File: src/hdl/assert_macros.svh
// Assertion helpers. Every use expects clk and rst_n in scope.
`ifndef ASSERT_MACROS_SVH
`define ASSERT_MACROS_SVH

`ifndef SYNTH
`define ASSERT_IMPL(lbl, ante, cons, msg) \
    lbl: assert property (@(posedge clk) disable iff (!rst_n) (ante) |-> (cons)) else $error(msg);
`define ASSERT_NEVER(lbl, cond, msg) \
    lbl: assert property (@(posedge clk) disable iff (!rst_n) !(cond)) else $error(msg);
`else
`define ASSERT_IMPL(lbl, ante, cons, msg)
`define ASSERT_NEVER(lbl, cond, msg)
`endif

`endif

File: src/hdl/tfn_pkg.sv
package tfn_pkg;

    localparam int SQ_STEPS  = 35;   // root bits
    localparam int DIV_STEPS = 15;   // quotient bits
    localparam int MAG_W     = 34;
    localparam int SUM_W     = 70;
    localparam int LEN_W     = 35;
    localparam int SREM_W    = 38;
    localparam int NUM_W     = 49;
    localparam int DREM_W    = 36;
    localparam int QUO_W     = 15;

    localparam logic [15:0] MIN_LENGTH_RST = 16'd7;
    localparam logic [0:0]  REG_MIN_LENGTH = 1'b0;

    typedef struct packed {
        logic signed [15:0] ax;
        logic signed [15:0] ay;
        logic signed [15:0] az;
        logic signed [15:0] bx;
        logic signed [15:0] by;
        logic signed [15:0] bz;
        logic signed [15:0] cx;
        logic signed [15:0] cy;
        logic signed [15:0] cz;
        logic               last;
    } tfn_tri_t;

    // cross product as magnitude and sign
    typedef struct packed {
        logic [2:0][MAG_W-1:0] mag;
        logic [2:0]            neg;
        logic                  last;
    } tfn_vec_t;

    typedef struct packed {
        tfn_vec_t          vec;
        logic [SUM_W-1:0]  sum;
        logic [SREM_W-1:0] rem;
        logic [LEN_W-1:0]  root;
    } tfn_sq_t;

    typedef struct packed {
        tfn_vec_t               vec;
        logic [LEN_W-1:0]       len;
        logic [2:0][NUM_W-1:0]  num;
        logic [2:0][DREM_W-1:0] rem;
        logic [2:0][QUO_W-1:0]  quo;
    } tfn_dv_t;

    typedef struct packed {
        logic en;
        logic valid;
    } tfn_ctl_t;

endpackage

File: src/hdl/tfn_dv_cell.sv
// One quotient bit per cell for all three components (restoring).
module tfn_dv_cell (
    input  logic             clk,
    input  logic             rst_n,
    input  logic             en,
    input  logic             vin,
    input  tfn_pkg::tfn_dv_t din,
    output logic             vout,
    output tfn_pkg::tfn_dv_t dout
);
    import tfn_pkg::*;

    logic              v_reg;
    tfn_dv_t           d_reg;
    tfn_dv_t           d_next;
    logic [DREM_W-1:0] r2 [3];

    always_comb
    begin
        d_next.vec = din.vec;
        d_next.len = din.len;
        for (int i = 0; i < 3; i++)
        begin
            r2[i]          = {din.rem[i][DREM_W-2:0], din.num[i][QUO_W-1]};
            d_next.num[i]  = {din.num[i][NUM_W-2:0], 1'b0};
            if (r2[i] >= {1'b0, din.len})
            begin
                d_next.rem[i] = r2[i] - {1'b0, din.len};
                d_next.quo[i] = {din.quo[i][QUO_W-2:0], 1'b1};
            end
            else
            begin
                d_next.rem[i] = r2[i];
                d_next.quo[i] = {din.quo[i][QUO_W-2:0], 1'b0};
            end
        end
    end

    always_ff @(posedge clk or negedge rst_n)
    begin
        if (!rst_n)
            v_reg <= 1'b0;
        else if (en)
            v_reg <= vin;
    end

    always_ff @(posedge clk)
    begin
        if (en)
            d_reg <= d_next;
    end

    assign vout = v_reg;
    assign dout = d_reg;

endmodule
File: config.mk
export PLATFORM = sky130hd
export DESIGN_NAME = tfn_dv_cell
export DESIGN_NICKNAME = d
export VERILOG_FILES = /design/src/hdl/assert_macros.svh /design/src/hdl/tfn_pkg.sv /design/src/hdl/tfn_dv_cell.sv
export SDC_FILE = /design/constraint.sdc
export NUM_CORES = 1
export LEC_CHECK = 0
export BUFFER_PORTS_ARGS = -buffer_cell sky130_fd_sc_hd__buf_2
export CORE_AREA = 2 2 343 345
export DETAILED_ROUTE_END_ITERATION = 16
export DIE_AREA = 0 0 345 347
export SLEW_MARGIN = 30
export SYNTH_ARGS = -nofsm -noshare
export SYNTH_HDL_FRONTEND = slang
export SYNTH_SLANG_ARGS = --single-unit
File: constraint.sdc
create_clock -name clk -period 0.8 [get_ports clk]
set_clock_uncertainty 0.05 [all_clocks]
set_input_delay 0.04 -clock clk [delete_from_list [all_inputs] [get_ports clk]]
set_output_delay 0.04 -clock clk [all_outputs]
set_load 0.005 [all_outputs]
## After elaboration in Yosys (flattened, before gate mapping)

Index checks and enable logic that the tools add are counted.

- Flip-flop bits (word level): 439
- Input bits: 445
- Output and inout bits: 442
- Word-level logic and storage cells: 28

- Add/sub/neg operators: 3
- Order comparisons: 3
- Mux-type cells: 6

Operators by type and width:

| operator | count |
|---|---|
| $ge 36x35->1 | 3 |
| $mux 36 | 3 |
| $sub 36x35->36 | 3 |
| $mux 1 | 3 |

## Depth between registers and ports, before layout

- Depth after elaboration: 2
- Depth in mapped cells: 14

## Worst setup path before layout

No wires, ideal clock.

- Kind: input to register
- Start: in din[167] (netlist name)
- End: reg d_reg (netlist bit dout[67]) (data pin)
- Setup time: 0.254 ns
- Arrival: 2.342 ns
- Data required time: 0.496 ns
- Slack: -1.845 ns
- Cell stages on the path: 12
- Path through: inv_1 ha_1 fa_1 nand2b_1 a21oi_2 o2111ai_2 a31oi_4 o22ai_2 o41ai_4 o21ai_4 buf_4 a21o_1

RTL lines:

| element | line | text |
|---|---|---|
| start: declaration | tfn_dv_cell.sv:7 | `input tfn_pkg::tfn_dv_t din,` |
| end signal: assignment | tfn_dv_cell.sv:50 | `d_reg <= d_next;` |
| end: declaration | tfn_dv_cell.sv:14 | `tfn_dv_t d_reg;` |

==> run_results.csv <==
group,metric,value,unit
detailed_routing,routedWlPerCell,25.97,um
detailed_routing,ant_nets,0,
synthesis,syn_avg_cell_area,13.06,um^2
clock_network,clk_pin_slew,0.06,ns
grt,antenna_found_initial,57,
cells_and_area,regArea,0.01318,mm^2
cells_and_area,drive_gt1_frac,0.5408,
power_and_ir_drop,leakagePower,17.16,nW
worst_setup_path,cp-end-kind,"flop",
floorplan,die_height,347,um
timing,setup_violations,989,
synthesis,yosysMostFrequentCell,"edfxtp_1",
floorplan,ios,887,
clock_network,cts.sinks,439,
clock_network,clockBufferDepth,3,
worst_setup_path,crit_path_start_kind,"input pin",
worst_setup_path,cp_top_family,"compound AO/OA/AOI/OAI gates",
worst_setup_path,cp_common_cell,"buf_12",
placed_design,hpwl,99700,um
grt,overflow,0,
detailed_routing,wirelength,128800,um
clock_network,cts-root-buf,"clkbuf_16",
worst_setup_path,cp_cell_sequence,"buf_12, ha_4, fa_2, nand2b_4, a21oi_4, o2111ai_4, a31oi_4, o22ai_4, o41ai_4, o21ai_4, buf_12, buf_16, a21o_1",
synthesis,synth.largest_area_cell,"edfxtp_1",
grt,grt_start_max_net_pins,47,
worst_setup_path,crit_slowest_cell,"o41ai_4",
synthesis,ys_async_sr_fraction,0.002278,
cells_and_area,final.fill_count,11400,
cells_and_area,area_growth,97.90,%
worst_setup_path,critPathBufInv,3,
placed_design,dp.cells,4339,
synthesis,syn_area,0.02039,mm^2
cells_and_area,fin_nets,3929,
floorplan,die_w,345,um
floorplan,die_area,0.1197,mm^2
synthesis,ys_ff_latch,439,
worst_setup_path,crit_type,"input pin to flop",
clock_network,clock_latency,0.64,ns
flow_run,max_cap_violations,0,
worst_setup_path,cp_data_required_time,1.15,ns
synthesis,yosysWarningCount,0,
synthesis,synthDistinctLibCells,75,
timing,fin_ws,-1.451,ns
cells_and_area,final_cell_area,0.04036,mm^2
timing,holdWs,-0.4555,ns
timing,slew_headroom,0.4348,
placed_design,dpl-instance-area,0.03051,mm^2
timing,min_period,2.251,ns
cells_and_area,multi_input_area,0.008925,mm^2
synthesis,yosysSeqAreaShare,0.6462,
grt,grt_pass1_wl,169300,um
floorplan,fp-row-count,125,
synthesis,synthCells,1561,
worst_setup_path,crit_fanout,8,
power_and_ir_drop,power.density,1889,mW/mm^2
timing,timing.final.crit_share,2.814,
clock_network,htree_levels,2,
placed_design,io_buffers,874,
detailed_routing,vias_per_cell,4.253,
floorplan,fp.coreArea,0.1157,mm^2
synthesis,synth_top_area_share,0.6449,
detailed_routing,vias,21090,
outcome,violations,"negative hold slack, negative setup slack",
grt,grt_pass1_vias,21320,
timing,fmax,444.2,MHz
worst_setup_path,max_stage_delay,0.43,ns
floorplan,start_util,0.1762,
timing,drv_slew,0,
grt,gr-usage-all-layers,0.2021,
timing,hold_viol,14,
clock_network,tritoncts,"done",
synthesis,synth.area.top_cells,"edfxtp_1 (64%), ha_1 (6.4%), a21oi_1 (3.2%), nand2_1 (2.7%), o21ai_0 (2.2%)",
synthesis,ys_top_cells_by_count,"edfxtp_1 (438), nand2_1 (144), a21oi_1 (131), ha_1 (105), o21ai_0 (90)",
timing,tightestPinTransition,0.8451,ns
clock_network,cts_buffers,56,
outcome,status,"finished, violations left",
detailed_routing,drtIter0Drc,1093,
power_and_ir_drop,ir_worst_vdd,1485,uV
synthesis,synth-edff-count,438,
worst_setup_path,cp.arrival,2.60,ns
synthesis,synthFlopType,"edfxtp_1",
timing,rsz0062_at_grt,"true",
placed_design,place_congestion,0.9237,
detailed_routing,drc,0,
cells_and_area,instances_no_fill,4958,
min_path,worstHoldPathType,"input pin to flop",
detailed_routing,firstDrtPassIters,5,
## path summary, 6_finish.rpt
kind	start	end	slack [ns]	cells past startpoint
max	din[300]	dout[67]	-1.45	13
min	din[167]	dout[168]	-0.46	1
max reg2reg	vout	vout	-0.02	1
min reg2reg	vout	vout	0.50	1
max in group asynchronous	rst_n	vout	0.39	3
min in group asynchronous	rst_n	vout	0.19	3
## routing by layer
metal	GRT usage	part of all wire	vias to the layer above	wire (um)
li1	-	-	9544	-
met1	0.2178	0.37	10350	47260
met2	0.3742	0.51	877	66250
met3	0.05025	0.062	293	8005
met4	0.08521	0.055	22	7128
met5	0	0.00099	-	128
## registers in the layout (all words and copies together), names as in the netlist
signal	count
dout	438
vout	1
## cells by family (layout without fill, tap and decap cells)
family	after synthesis	count (layout)	synth area share
flip-flops	439	439	0.6462
AO/OA/AOI/OAI	415	417	0.1274
AND/OR/NAND/NOR	361	361	0.08197
buffers and inverters	128	1982	0.02773
adder cells (fa/ha/maj)	108	108	0.06737
XOR/XNOR	96	96	0.04123
multiplexers	13	13	0.007976
other	1	18	0.0001839
## cell type report
class	instances	area share
multi-input combinational	998	0.2211
clock buffer	68	0.03609
tap	1524	0.04725
timing repair buffer	1820	0.3526
clock inverter	33	0.007223
sequential	439	0.3265
antenna	15	0.0009301
inverter	61	0.008278
## per-stage QoR
step	utilization	TNS (ns)	worst slack, ns	power (W)
detailed placement	0.2636	-309.19	-2.255	0.04554
finish	0.3487	-603.18	-1.451	0.07625
CTS	0.3356	-605.63	-1.383	0.07549
global placement	0.2636	-304.68	-2.243	0.04553
global route	0.3486	-621.94	-1.477	0.07927
floorplan	-	-169.76	-1.696	0.03547
## report_power, final
part | internal, W | leakage (nW) | switching [W]
sequential | 0.0282 | 4.30 | 0.00101
clock | 0.0140 | 0.848 | 0.0108
combinational | 0.0112 | 12.0 | 0.0111
## layout by cell type, fill, tap and decap left out, drive strengths merged, types with 64 or more instances in the layout
| cell | count |
|---|---|
| buf | 1385 |
| edfxtp | 438 |
| dlygate4sd3 | 429 |
| nand2 | 144 |
| a21oi | 133 |
| o21ai | 132 |
| ha | 105 |
| nor2 | 89 |
| clkbuf | 74 |
| inv | 64 |
## what timing repair did
action / in CTS / in global routing
hold buffers: 417 / 13
endpoints found under the setup margin: 550 / 989
gates cloned: 11 / 11
pin swaps: 74 / 87
buffers inserted: 39 / 27
hold endpoints to repair: 797 / 270
resized for setup: 484 / 275
No activity file was read; power rests on OpenSTA's default activity.
