===== src/hdl/assert_macros.svh =====
// Assertion helpers. Every use expects clk and rst_n in scope.
`ifndef ASSERT_MACROS_SVH
`define ASSERT_MACROS_SVH

`ifndef SYNTH
`define ASSERT_IMPL(lbl, ante, cons, msg) \
    lbl: assert property (@(posedge clk) disable iff (!rst_n) (ante) |-> (cons)) else $error(msg);
`define ASSERT_NEVER(lbl, cond, msg) \
    lbl: assert property (@(posedge clk) disable iff (!rst_n) !(cond)) else $error(msg);
`else
`define ASSERT_IMPL(lbl, ante, cons, msg)
`define ASSERT_NEVER(lbl, cond, msg)
`endif

`endif


===== src/hdl/tfn_pkg.sv =====
package tfn_pkg;

    localparam int SQ_STEPS  = 35;   // root bits
    localparam int DIV_STEPS = 15;   // quotient bits
    localparam int MAG_W     = 34;
    localparam int SUM_W     = 70;
    localparam int LEN_W     = 35;
    localparam int SREM_W    = 38;
    localparam int NUM_W     = 49;
    localparam int DREM_W    = 36;
    localparam int QUO_W     = 15;

    localparam logic [15:0] MIN_LENGTH_RST = 16'd7;
    localparam logic [0:0]  REG_MIN_LENGTH = 1'b0;

    typedef struct packed {
        logic signed [15:0] ax;
        logic signed [15:0] ay;
        logic signed [15:0] az;
        logic signed [15:0] bx;
        logic signed [15:0] by;
        logic signed [15:0] bz;
        logic signed [15:0] cx;
        logic signed [15:0] cy;
        logic signed [15:0] cz;
        logic               last;
    } tfn_tri_t;

    // cross product as magnitude and sign
    typedef struct packed {
        logic [2:0][MAG_W-1:0] mag;
        logic [2:0]            neg;
        logic                  last;
    } tfn_vec_t;

    typedef struct packed {
        tfn_vec_t          vec;
        logic [SUM_W-1:0]  sum;
        logic [SREM_W-1:0] rem;
        logic [LEN_W-1:0]  root;
    } tfn_sq_t;

    typedef struct packed {
        tfn_vec_t               vec;
        logic [LEN_W-1:0]       len;
        logic [2:0][NUM_W-1:0]  num;
        logic [2:0][DREM_W-1:0] rem;
        logic [2:0][QUO_W-1:0]  quo;
    } tfn_dv_t;

    typedef struct packed {
        logic en;
        logic valid;
    } tfn_ctl_t;

endpackage


===== src/hdl/tfn_sq_cell.sv =====
// One root bit per cell: bring down two radicand bits, try root*4+1.
module tfn_sq_cell (
    input  logic             clk,
    input  logic             rst_n,
    input  logic             en,
    input  logic             vin,
    input  tfn_pkg::tfn_sq_t din,
    output logic             vout,
    output tfn_pkg::tfn_sq_t dout
);
    import tfn_pkg::*;

    logic             v_reg;
    tfn_sq_t          d_reg;
    tfn_sq_t          d_next;
    logic [SREM_W-1:0] r2;
    logic [SREM_W-1:0] trial;

    always_comb
    begin
        r2             = {din.rem[SREM_W-3:0], din.sum[SUM_W-1 -: 2]};
        trial          = {1'b0, din.root, 2'b01};
        d_next.vec     = din.vec;
        d_next.sum     = {din.sum[SUM_W-3:0], 2'b00};
        if (r2 >= trial)
        begin
            d_next.rem  = r2 - trial;
            d_next.root = {din.root[LEN_W-2:0], 1'b1};
        end
        else
        begin
            d_next.rem  = r2;
            d_next.root = {din.root[LEN_W-2:0], 1'b0};
        end
    end

    always_ff @(posedge clk or negedge rst_n)
    begin
        if (!rst_n)
            v_reg <= 1'b0;
        else if (en)
            v_reg <= vin;
    end

    always_ff @(posedge clk)
    begin
        if (en)
            d_reg <= d_next;
    end

    assign vout = v_reg;
    assign dout = d_reg;

endmodule


===== config.mk =====
export PLATFORM = sky130hd
export DESIGN_NAME = tfn_sq_cell
export DESIGN_NICKNAME = d
export VERILOG_FILES = /design/src/hdl/assert_macros.svh /design/src/hdl/tfn_pkg.sv /design/src/hdl/tfn_sq_cell.sv
export SDC_FILE = /design/constraint.sdc
export NUM_CORES = 1
export LEC_CHECK = 0
export BUFFER_PORTS_ARGS = -buffer_cell sky130_fd_sc_hd__buf_2
export CAP_MARGIN = 5
export CORE_AREA = 8 8 191 193
export DETAILED_ROUTE_END_ITERATION = 8
export DIE_AREA = 0 0 199 201
export GPL_ROUTABILITY_DRIVEN = 0
export HOLD_SLACK_MARGIN = 0.12
export PLACE_DENSITY = 0.66
export SYNTH_ARGS = -nofsm -noshare
export SYNTH_HDL_FRONTEND = slang
export SYNTH_SLANG_ARGS = --single-unit

===== constraint.sdc =====
create_clock -name clk -period 1.7 [get_ports clk]
set_clock_uncertainty 0.2 [all_clocks]
set_input_delay 0.17 -clock clk [delete_from_list [all_inputs] [get_ports clk]]
set_output_delay 0.17 -clock clk [all_outputs]
set_load 0.005 [all_outputs]

After elaboration in Yosys (flattened, before gate mapping)
Cells that the tools add are included.

storage, ports and cells
  output and inout port bits = 250
  bits in registers = 248
  input bits = 253

operators by class
  magnitude comparators = 1
  add/sub/neg operators = 1
  mux-type cells = 1

operators by type and width
  cell                                                            number
  73-bit 2-to-1 mux                                               1
  38-bit by 37-bit greater-or-equal comparator with 1-bit output  1
  38-bit by 37-bit subtractor with 38-bit output                  1

Longest topological paths before layout
Gate-level depths: netlist of the first run.

  word-level depth = 2
  mapped depth = 12

Least setup slack after synthesis of the first run
OpenSTA, ideal clock, no wires.

  path type = input to register
  start point = input din[21] in the netlist's numbering
  end point = register d_reg, in the netlist dout[72] (data pin)
  path slack = -0.825 ns
  stages on the path = 10
  arrival time = 2.065 ns
  buffers on the path = 0
  data required time = 1.240 ns
  cell sequence = inv_1 ha_1 a21o_1 a21o_1 a21o_1 a211oi_2 o21a_1 nand2_1 a31oi_1 mux2_2

RTL lines
  what                    RTL line           text
  start: declaration      tfn_sq_cell.sv:7   input tfn_pkg::tfn_sq_t din,
  end signal: assignment  tfn_sq_cell.sv:48  d_reg <= d_next;
  end: declaration        tfn_sq_cell.sv:14  tfn_sq_t d_reg;

==> results.sh, run 1 <==
export IMPL_drtAntennaViolNets=0
export IMPL_r2r_end="vout$_DFFE_PN0P_"
export IMPL_hold_viol=7
export IMPL_final_nets=1942
export IMPL_cts_tree="yes"
export IMPL_power_density_nw_per_um2=899
export IMPL_grt_ovfl_total=0
export IMPL_cp_cell_sequence="buf_8 > ha_4 > a211o_1 > a211oi_4 > o21ai_1 > nor3_2 > o21ai_2 > o21ai_4 > buf_12 > inv_6 > mux2_4"
export IMPL_utilization_pct=58.0
export IMPL_grt_start_max_net_pins=70
export IMPL_numCtsBuffers=28
export IMPL_place_area_sq_um=14800
export IMPL_htreeDepth=1
export IMPL_finalMaxSlewViolations=0
export IMPL_hold_slack_ns=-0.379
export IMPL_violations="negative hold slack, negative setup slack"
export IMPL_worstHoldEndpoint="dout[3]$_DFFE_PP_"
export IMPL_syn_cell_area_sq_um=10200
export IMPL_firstDrtPassIters=5
export IMPL_yosysMostFrequentCell="edfxtp_1"
export IMPL_clock_latency_ns=0.53
export IMPL_drive_gt1_share_pct=51.4
export IMPL_critPathSlowestCell="a211oi_4"
export IMPL_ys_warn_count=0
export IMPL_setup_viol=39
export IMPL_wl_per_cell_microns=22.5
export IMPL_outcome="finished, violations left"
export IMPL_clk_pin_slew_worst_paths_ns=0.06
export IMPL_worstHoldStart="din[2]"
export IMPL_rsz0062_at_grt="yes"
export IMPL_areaGrowthSynthToFinish_pct=88.5
export IMPL_cap_viol_max_count=0
export IMPL_grt_pass1_vias=10700
export IMPL_dpl_hpwl_mm=33.4
export IMPL_n_fill_cell=2606
export IMPL_syn_area_per_cell_sq_um=15.0
export IMPL_vias=9853
export IMPL_critical_path_max_stage_delay_ns=0.36
export IMPL_cp_arrival_ns=2.30
export IMPL_max_slew_worst_pin_slew_ns=0.754
export IMPL_grtUsageTotal_pct=22.7
export IMPL_synth_main_ff_cell="edfxtp_1"
export IMPL_yosysTopAreaCell="edfxtp_1"
export IMPL_drt_iter0_drc=597
export IMPL_drt_wl_total_mm=47.8
export IMPL_grt_pass1_wl_mm=68.2
export IMPL_rows=67
export IMPL_die_x_microns=199
export IMPL_cts_root_buf="clkbuf_16"
export IMPL_hp_class="in2reg"
export IMPL_netlist_area_leader_share_pct=72.4
export IMPL_cts_sinks=248
export IMPL_syn_inst=682
export IMPL_startpoint_type="input pin"
export IMPL_drc=0
export IMPL_async_flop_share_pct=0.403
export IMPL_hold_depth=1
export IMPL_initial_core_util_pct=30.8
export IMPL_fmax_ghz=0.450
export IMPL_yosys_top_cells_count="edfxtp_1 (247), nand2_1 (65), o21ai_0 (44)"
export IMPL_multi_input_area_sq_um=3320
export IMPL_cp_end_kind="flip-flop"
export IMPL_slew_headroom_pct=49.6
export IMPL_worstReg2RegStart="vout$_DFFE_PN0P_"
export IMPL_portBuffers=498
export IMPL_dieArea_sq_um=40000
export IMPL_ir_worst_vdd_mv=0.615
export IMPL_synth_area_leaders="edfxtp_1 (72%), ha_1 (4.5%), nand2_1 (2.4%)"
export IMPL_synth_edf_count=247
export IMPL_stdcell_area_sq_um=19300
export IMPL_register_area_sq_um=7440
export IMPL_synth_seq_area_share_pct=72.7
export IMPL_cts_max_path_buffers=3
export IMPL_critical_path_class="in2reg"
export IMPL_regToRegSetupSlack_ns=0.18
export IMPL_fin_crit_sh_pct=131
export IMPL_vias_per_cell=4.63
export IMPL_io_pins=503
export IMPL_fin_crit_ns=2.22
export IMPL_antenna_found_initial=13
export IMPL_synth_seq_cells=248
export IMPL_cp_max_fo=8
export IMPL_core_area_sq_um=33300
export IMPL_synth_cell_types=61
export IMPL_die_h_microns=201
export IMPL_cp_required_ns=1.78
export IMPL_power_leakage_nw=8.42
export IMPL_setup_ws_ns=-0.520
export IMPL_reg2reg_depth=2
area by class of cell:
| cell class | count | share of cell area, % |
|---|---|---|
| Tap cell | 448 | 2.90 |
| Clock buffer | 35 | 3.88 |
| Multi-Input combinational cell | 377 | 17.2 |
| Inverter | 40 | 0.881 |
| Timing Repair Buffer | 957 | 36.0 |
| Sequential cell | 248 | 38.5 |
| Clock inverter | 15 | 0.480 |
| Antenna cell | 10 | 0.130 |
registers in the layout, summed over array words and instances, names as in the netlist:
register,count
dout,247
vout,1
how the worst max path moves through the flow:
stage                              end  cells after the start  slack [ns]  startpoint
finish              dout[47]$_DFFE_PP_                     11       -0.52     din[40]
global route        dout[59]$_DFFE_PP_                     12       -0.54     din[40]
CTS                 dout[39]$_DFFE_PP_                     11       -0.44     din[40]
detailed placement  dout[64]$_DFFE_PP_                     13       -1.14     din[17]
global placement    dout[64]$_DFFE_PP_                     13       -1.15     din[17]
floorplan           dout[47]$_DFFE_PP_                      9       -0.63     din[40]
kinds of logic after synthesis:
logic type                 synth area share [%]
DFF                                        72.7
AOI/OAI and AO/OA                          10.6
buffers and inverters                      2.50
xor gates and xnor gates                   2.82
muxes                                     0.366
and+or+nand+nor                            6.53
adders and majority gates                  4.52
other                                    0.0366
stage by stage:
stage	total power, mW	TNS (ns)	std cells	worst slack, ns
5_1_grt	18.0	-18.31	2126	-0.536
4_1_cts	17.2	-14.22	2099	-0.437
3_3_place_gp	10.7	-38.47	1772	-1.15
2_1_floorplan	8.82	-21.66	683	-0.632
3_5_place_dp	10.7	-40.10	1772	-1.14
6_report	17.4	-16.95	2130	-0.520
worst max-delay path: cells and delay by family:
| family | cells | cell delay [ns] |
|---|---|---|
| adders and majority gates | 1 | 0.24 |
| and+or+nand+nor | 1 | 0.14 |
| buffers and inverters | 3 | 0.33 |
| AOI/OAI and AO/OA | 5 | 1.12 |
| muxes | 1 | 0.29 |
cell usage in the layout (no fill, tap or decap), types with 15 or more instances in the layout:
cell	synthesis	layout
o21ai_2	2	21
inv_1	39	24
clkbuf_16	0	30
o21ai_0	44	17
buf_4	6	162
a21oi_1	30	20
a21o_1	25	25
dlygate4sd3_1	0	273
buf_2	5	490
nand2_1	65	59
edfxtp_1	247	247
ha_4	0	24
xnor2_1	16	15
per-layer routing:
metal	track usage, %	vias to the layer above	share of wire, %	wire (microns)
li1	-	4538	-	-
met1	24.7	4680	36	17100
met2	38.8	491	49	23400
met5	0	-	0.11	53
met4	14.1	8	6.6	3140
met3	5.87	136	8.5	4060
where the power goes:
group	internal (mW)	total (mW)	switching [mW]	leakage [nW]
clock network	3.12	5.62	2.50	0.413
registers	7.40	7.58	0.181	2.43
logic	2.23	4.16	1.93	5.58
total	12.7	17.4	4.61	8.42
what timing repair did:
action	in CTS	in global routing
pin swaps	28	48
endpoints found under the hold margin	483	21
endpoints found under the setup margin	39	39
setup buffers	13	9
gates cloned	3	1
gates resized for setup	95	61
hold buffers	262	13
(Power assumes the default switching activity.)
==> inputs of run 2 (changes only) <==
Settings changed: CELL_PAD_IN_SITES_DETAIL_PLACEMENT from default to 1, CELL_PAD_IN_SITES_GLOBAL_PLACEMENT from default to 1, CORE_AREA 8 8 191 193 to 8 8 192 194, DIE_AREA 0 0 199 201 to 0 0 200 202, PLACE_DENSITY 0.66 to 0.79.
==> run 2 against run 1 <==
Largest power group unchanged. Via count grew 8.3%. Critical endpoint is now dout[52]$_DFFE_PP_. Maximum frequency grew 1.7%. Routed wire length grew 28%. Sequential power increased by 0.8%. The run still ends with negative hold slack, negative setup slack left. Register-to-register slack got worse by 0.05 ns. Clock power rose by 16%.
==> results.sh, run 2 (same netlist as run 1, synthesis figures left out) <==
export IMPL_r2r_end="vout$_DFFE_PN0P_"
export IMPL_cp_required_ns=1.79
export IMPL_dpl_hpwl_mm=38.1
export IMPL_finalMaxSlewViolations=0
export IMPL_drc=0
export IMPL_regToRegSetupSlack_ns=0.13
export IMPL_final_common_cell="buf_2"
export IMPL_initial_core_util_pct=30.2
export IMPL_startpoint_type="input pin"
export IMPL_cap_viol_max_count=0
export IMPL_slew_headroom_pct=37.2
export IMPL_clk_pin_slew_worst_paths_ns=0.06
export IMPL_worstReg2RegStart="vout$_DFFE_PN0P_"
export IMPL_setup_viol=245
export IMPL_stdcell_area_sq_um=19700
export IMPL_cts_tree="yes"
export IMPL_grt_pass1_vias=11600
export IMPL_violations="negative hold slack, negative setup slack"
export IMPL_fmax_ghz=0.458
export IMPL_fin_tns_setup_ns=-38.74
export IMPL_place_ws_ns=-1.14
export IMPL_cts_root_buf="clkbuf_16"
export IMPL_drtAntennaViolNets=0
export IMPL_drive_gt1_share_pct=51.9
export IMPL_fin_crit_ns=2.18
export IMPL_cts_max_path_buffers=3
export IMPL_die_h_microns=202
export IMPL_cp_endpoint="dout[52]$_DFFE_PP_"
export IMPL_ir_worst_vdd_mv=0.723
export IMPL_hp_class="in2reg"
export IMPL_vias_per_cell=4.92
export IMPL_grt_start_max_net_pins=72
export IMPL_setup_worst_path_start="din[5]"
export IMPL_drt_iter0_drc=648
export IMPL_grt_pass1_wl_mm=82.6
export IMPL_antenna_found_initial=15
export IMPL_hold_slack_ns=-0.395
export IMPL_hold_viol=9
export IMPL_wl_per_cell_microns=28.3
export IMPL_drt_wl_total_mm=61.3
export IMPL_vias=10700
export IMPL_cp_end_kind="flip-flop"
export IMPL_setup_ws_ns=-0.484
export IMPL_total_power_mw=18.7
export IMPL_largest_reg_flops=247
export IMPL_max_slew_worst_pin_slew_ns=0.940
export IMPL_rsz0062_at_grt="yes"
export IMPL_clock_latency_ns=0.55
export IMPL_cp_max_fo=8
export IMPL_dieArea_sq_um=40400
export IMPL_htreeDepth=1
export IMPL_io_pins=503
export IMPL_fin_crit_sh_pct=128
export IMPL_outcome="finished, violations left"
export IMPL_final_nets=1971
export IMPL_cts_sinks=248
export IMPL_grt_ovfl_total=0
export IMPL_power_density_nw_per_um2=947
export IMPL_critical_path_class="in2reg"
export IMPL_rows=68
export IMPL_place_area_sq_um=14900
export IMPL_firstDrtPassIters=5
export IMPL_areaGrowthSynthToFinish_pct=92.5
export IMPL_core_area_sq_um=33900
export IMPL_portBuffers=498
export IMPL_grtUsageTotal_pct=28.0
export IMPL_most_common_layout_cells="buf_2 (492), dlygate4sd3_1 (300), edfxtp_1 (247)"
export IMPL_numCtsBuffers=29
export IMPL_die_x_microns=200
export IMPL_cp_arrival_ns=2.28
export IMPL_n_fill_cell=3509
export IMPL_reg2reg_depth=2
export IMPL_power_leakage_nw=8.56
[run 2: area by class of cell]
type	instances	area (sq um)	area share (%)
Sequential cell	248	7440	37.7
Timing Repair Buffer	985	7170	36.3
Multi-Input combinational cell	377	3390	17.2
Clock buffer	35	748	3.79
Tap cell	455	569	2.89
Clock inverter	16	200	1.02
Inverter	40	165	0.838
Antenna cell	14	35.0	0.178
[run 2: through the flow]
stage / util, % / instances / hold slack, ns
global route: 58.1 / 2168 / -0.418
floorplan: - / 683 / -0.326
finish: 58.1 / 2170 / -0.395
global placement: 43.8 / 1786 / -0.255
detailed placement: 43.8 / 1786 / -0.253
CTS: 56.1 / 2139 / -0.422
[run 2: worst min-delay path by stage]
| stage | start | slack, ns | depth (start not counted) | to |
|---|---|---|---|---|
| 2_1_floorplan | rst_n | -0.33 | 0 | vout$_DFFE_PN0P_ |
| 3_3_place_gp | rst_n | -0.25 | 1 | vout$_DFFE_PN0P_ |
| 3_5_place_dp | rst_n | -0.25 | 1 | vout$_DFFE_PN0P_ |
| 4_1_cts | din[9] | -0.42 | 1 | dout[10]$_DFFE_PP_ |
| 5_1_grt | din[9] | -0.42 | 1 | dout[10]$_DFFE_PP_ |
| 6_report | din[9] | -0.40 | 1 | dout[10]$_DFFE_PP_ |
[run 2: per-layer routing]
metal | track usage, % | up-vias | wire length (microns)
li1 | - | 4605 | -
met1 | 29.8 | 5299 | 21300
met2 | 49.3 | 576 | 30900
met3 | 6.29 | 190 | 4530
met4 | 17.2 | 4 | 4650
met5 | 0 | - | 26
[run 2: power breakdown]
group	internal, mW	leakage (nW)	switching [mW]
combinational	2.28	5.68	2.21
sequential	7.40	2.43	0.241
clock	3.75	0.454	2.79
total	13.4	8.56	5.24
[run 2: critical path, cell delays in order]
cell,delay [ns]
buf_8,0.10
inv_4,0.05
ha_4,0.20
a211o_1,0.31
a211oi_4,0.34
o21ai_2,0.09
nor3_2,0.24
o21ai_4,0.09
o21ai_4,0.17
buf_12,0.19
buf_6,0.11
buf_8,0.13
o31ai_2,0.08
[run 2: repair_timing]
item | 4_1_cts | 5_1_grt
resized for setup | 43 | 126
cloned | 0 | 4
pin swaps | 30 | 48
hold buffers | 294 | 8
hold endpoints to repair | 495 | 224
buffers inserted | 8 | 8
setup endpoints to repair | 39 | 256
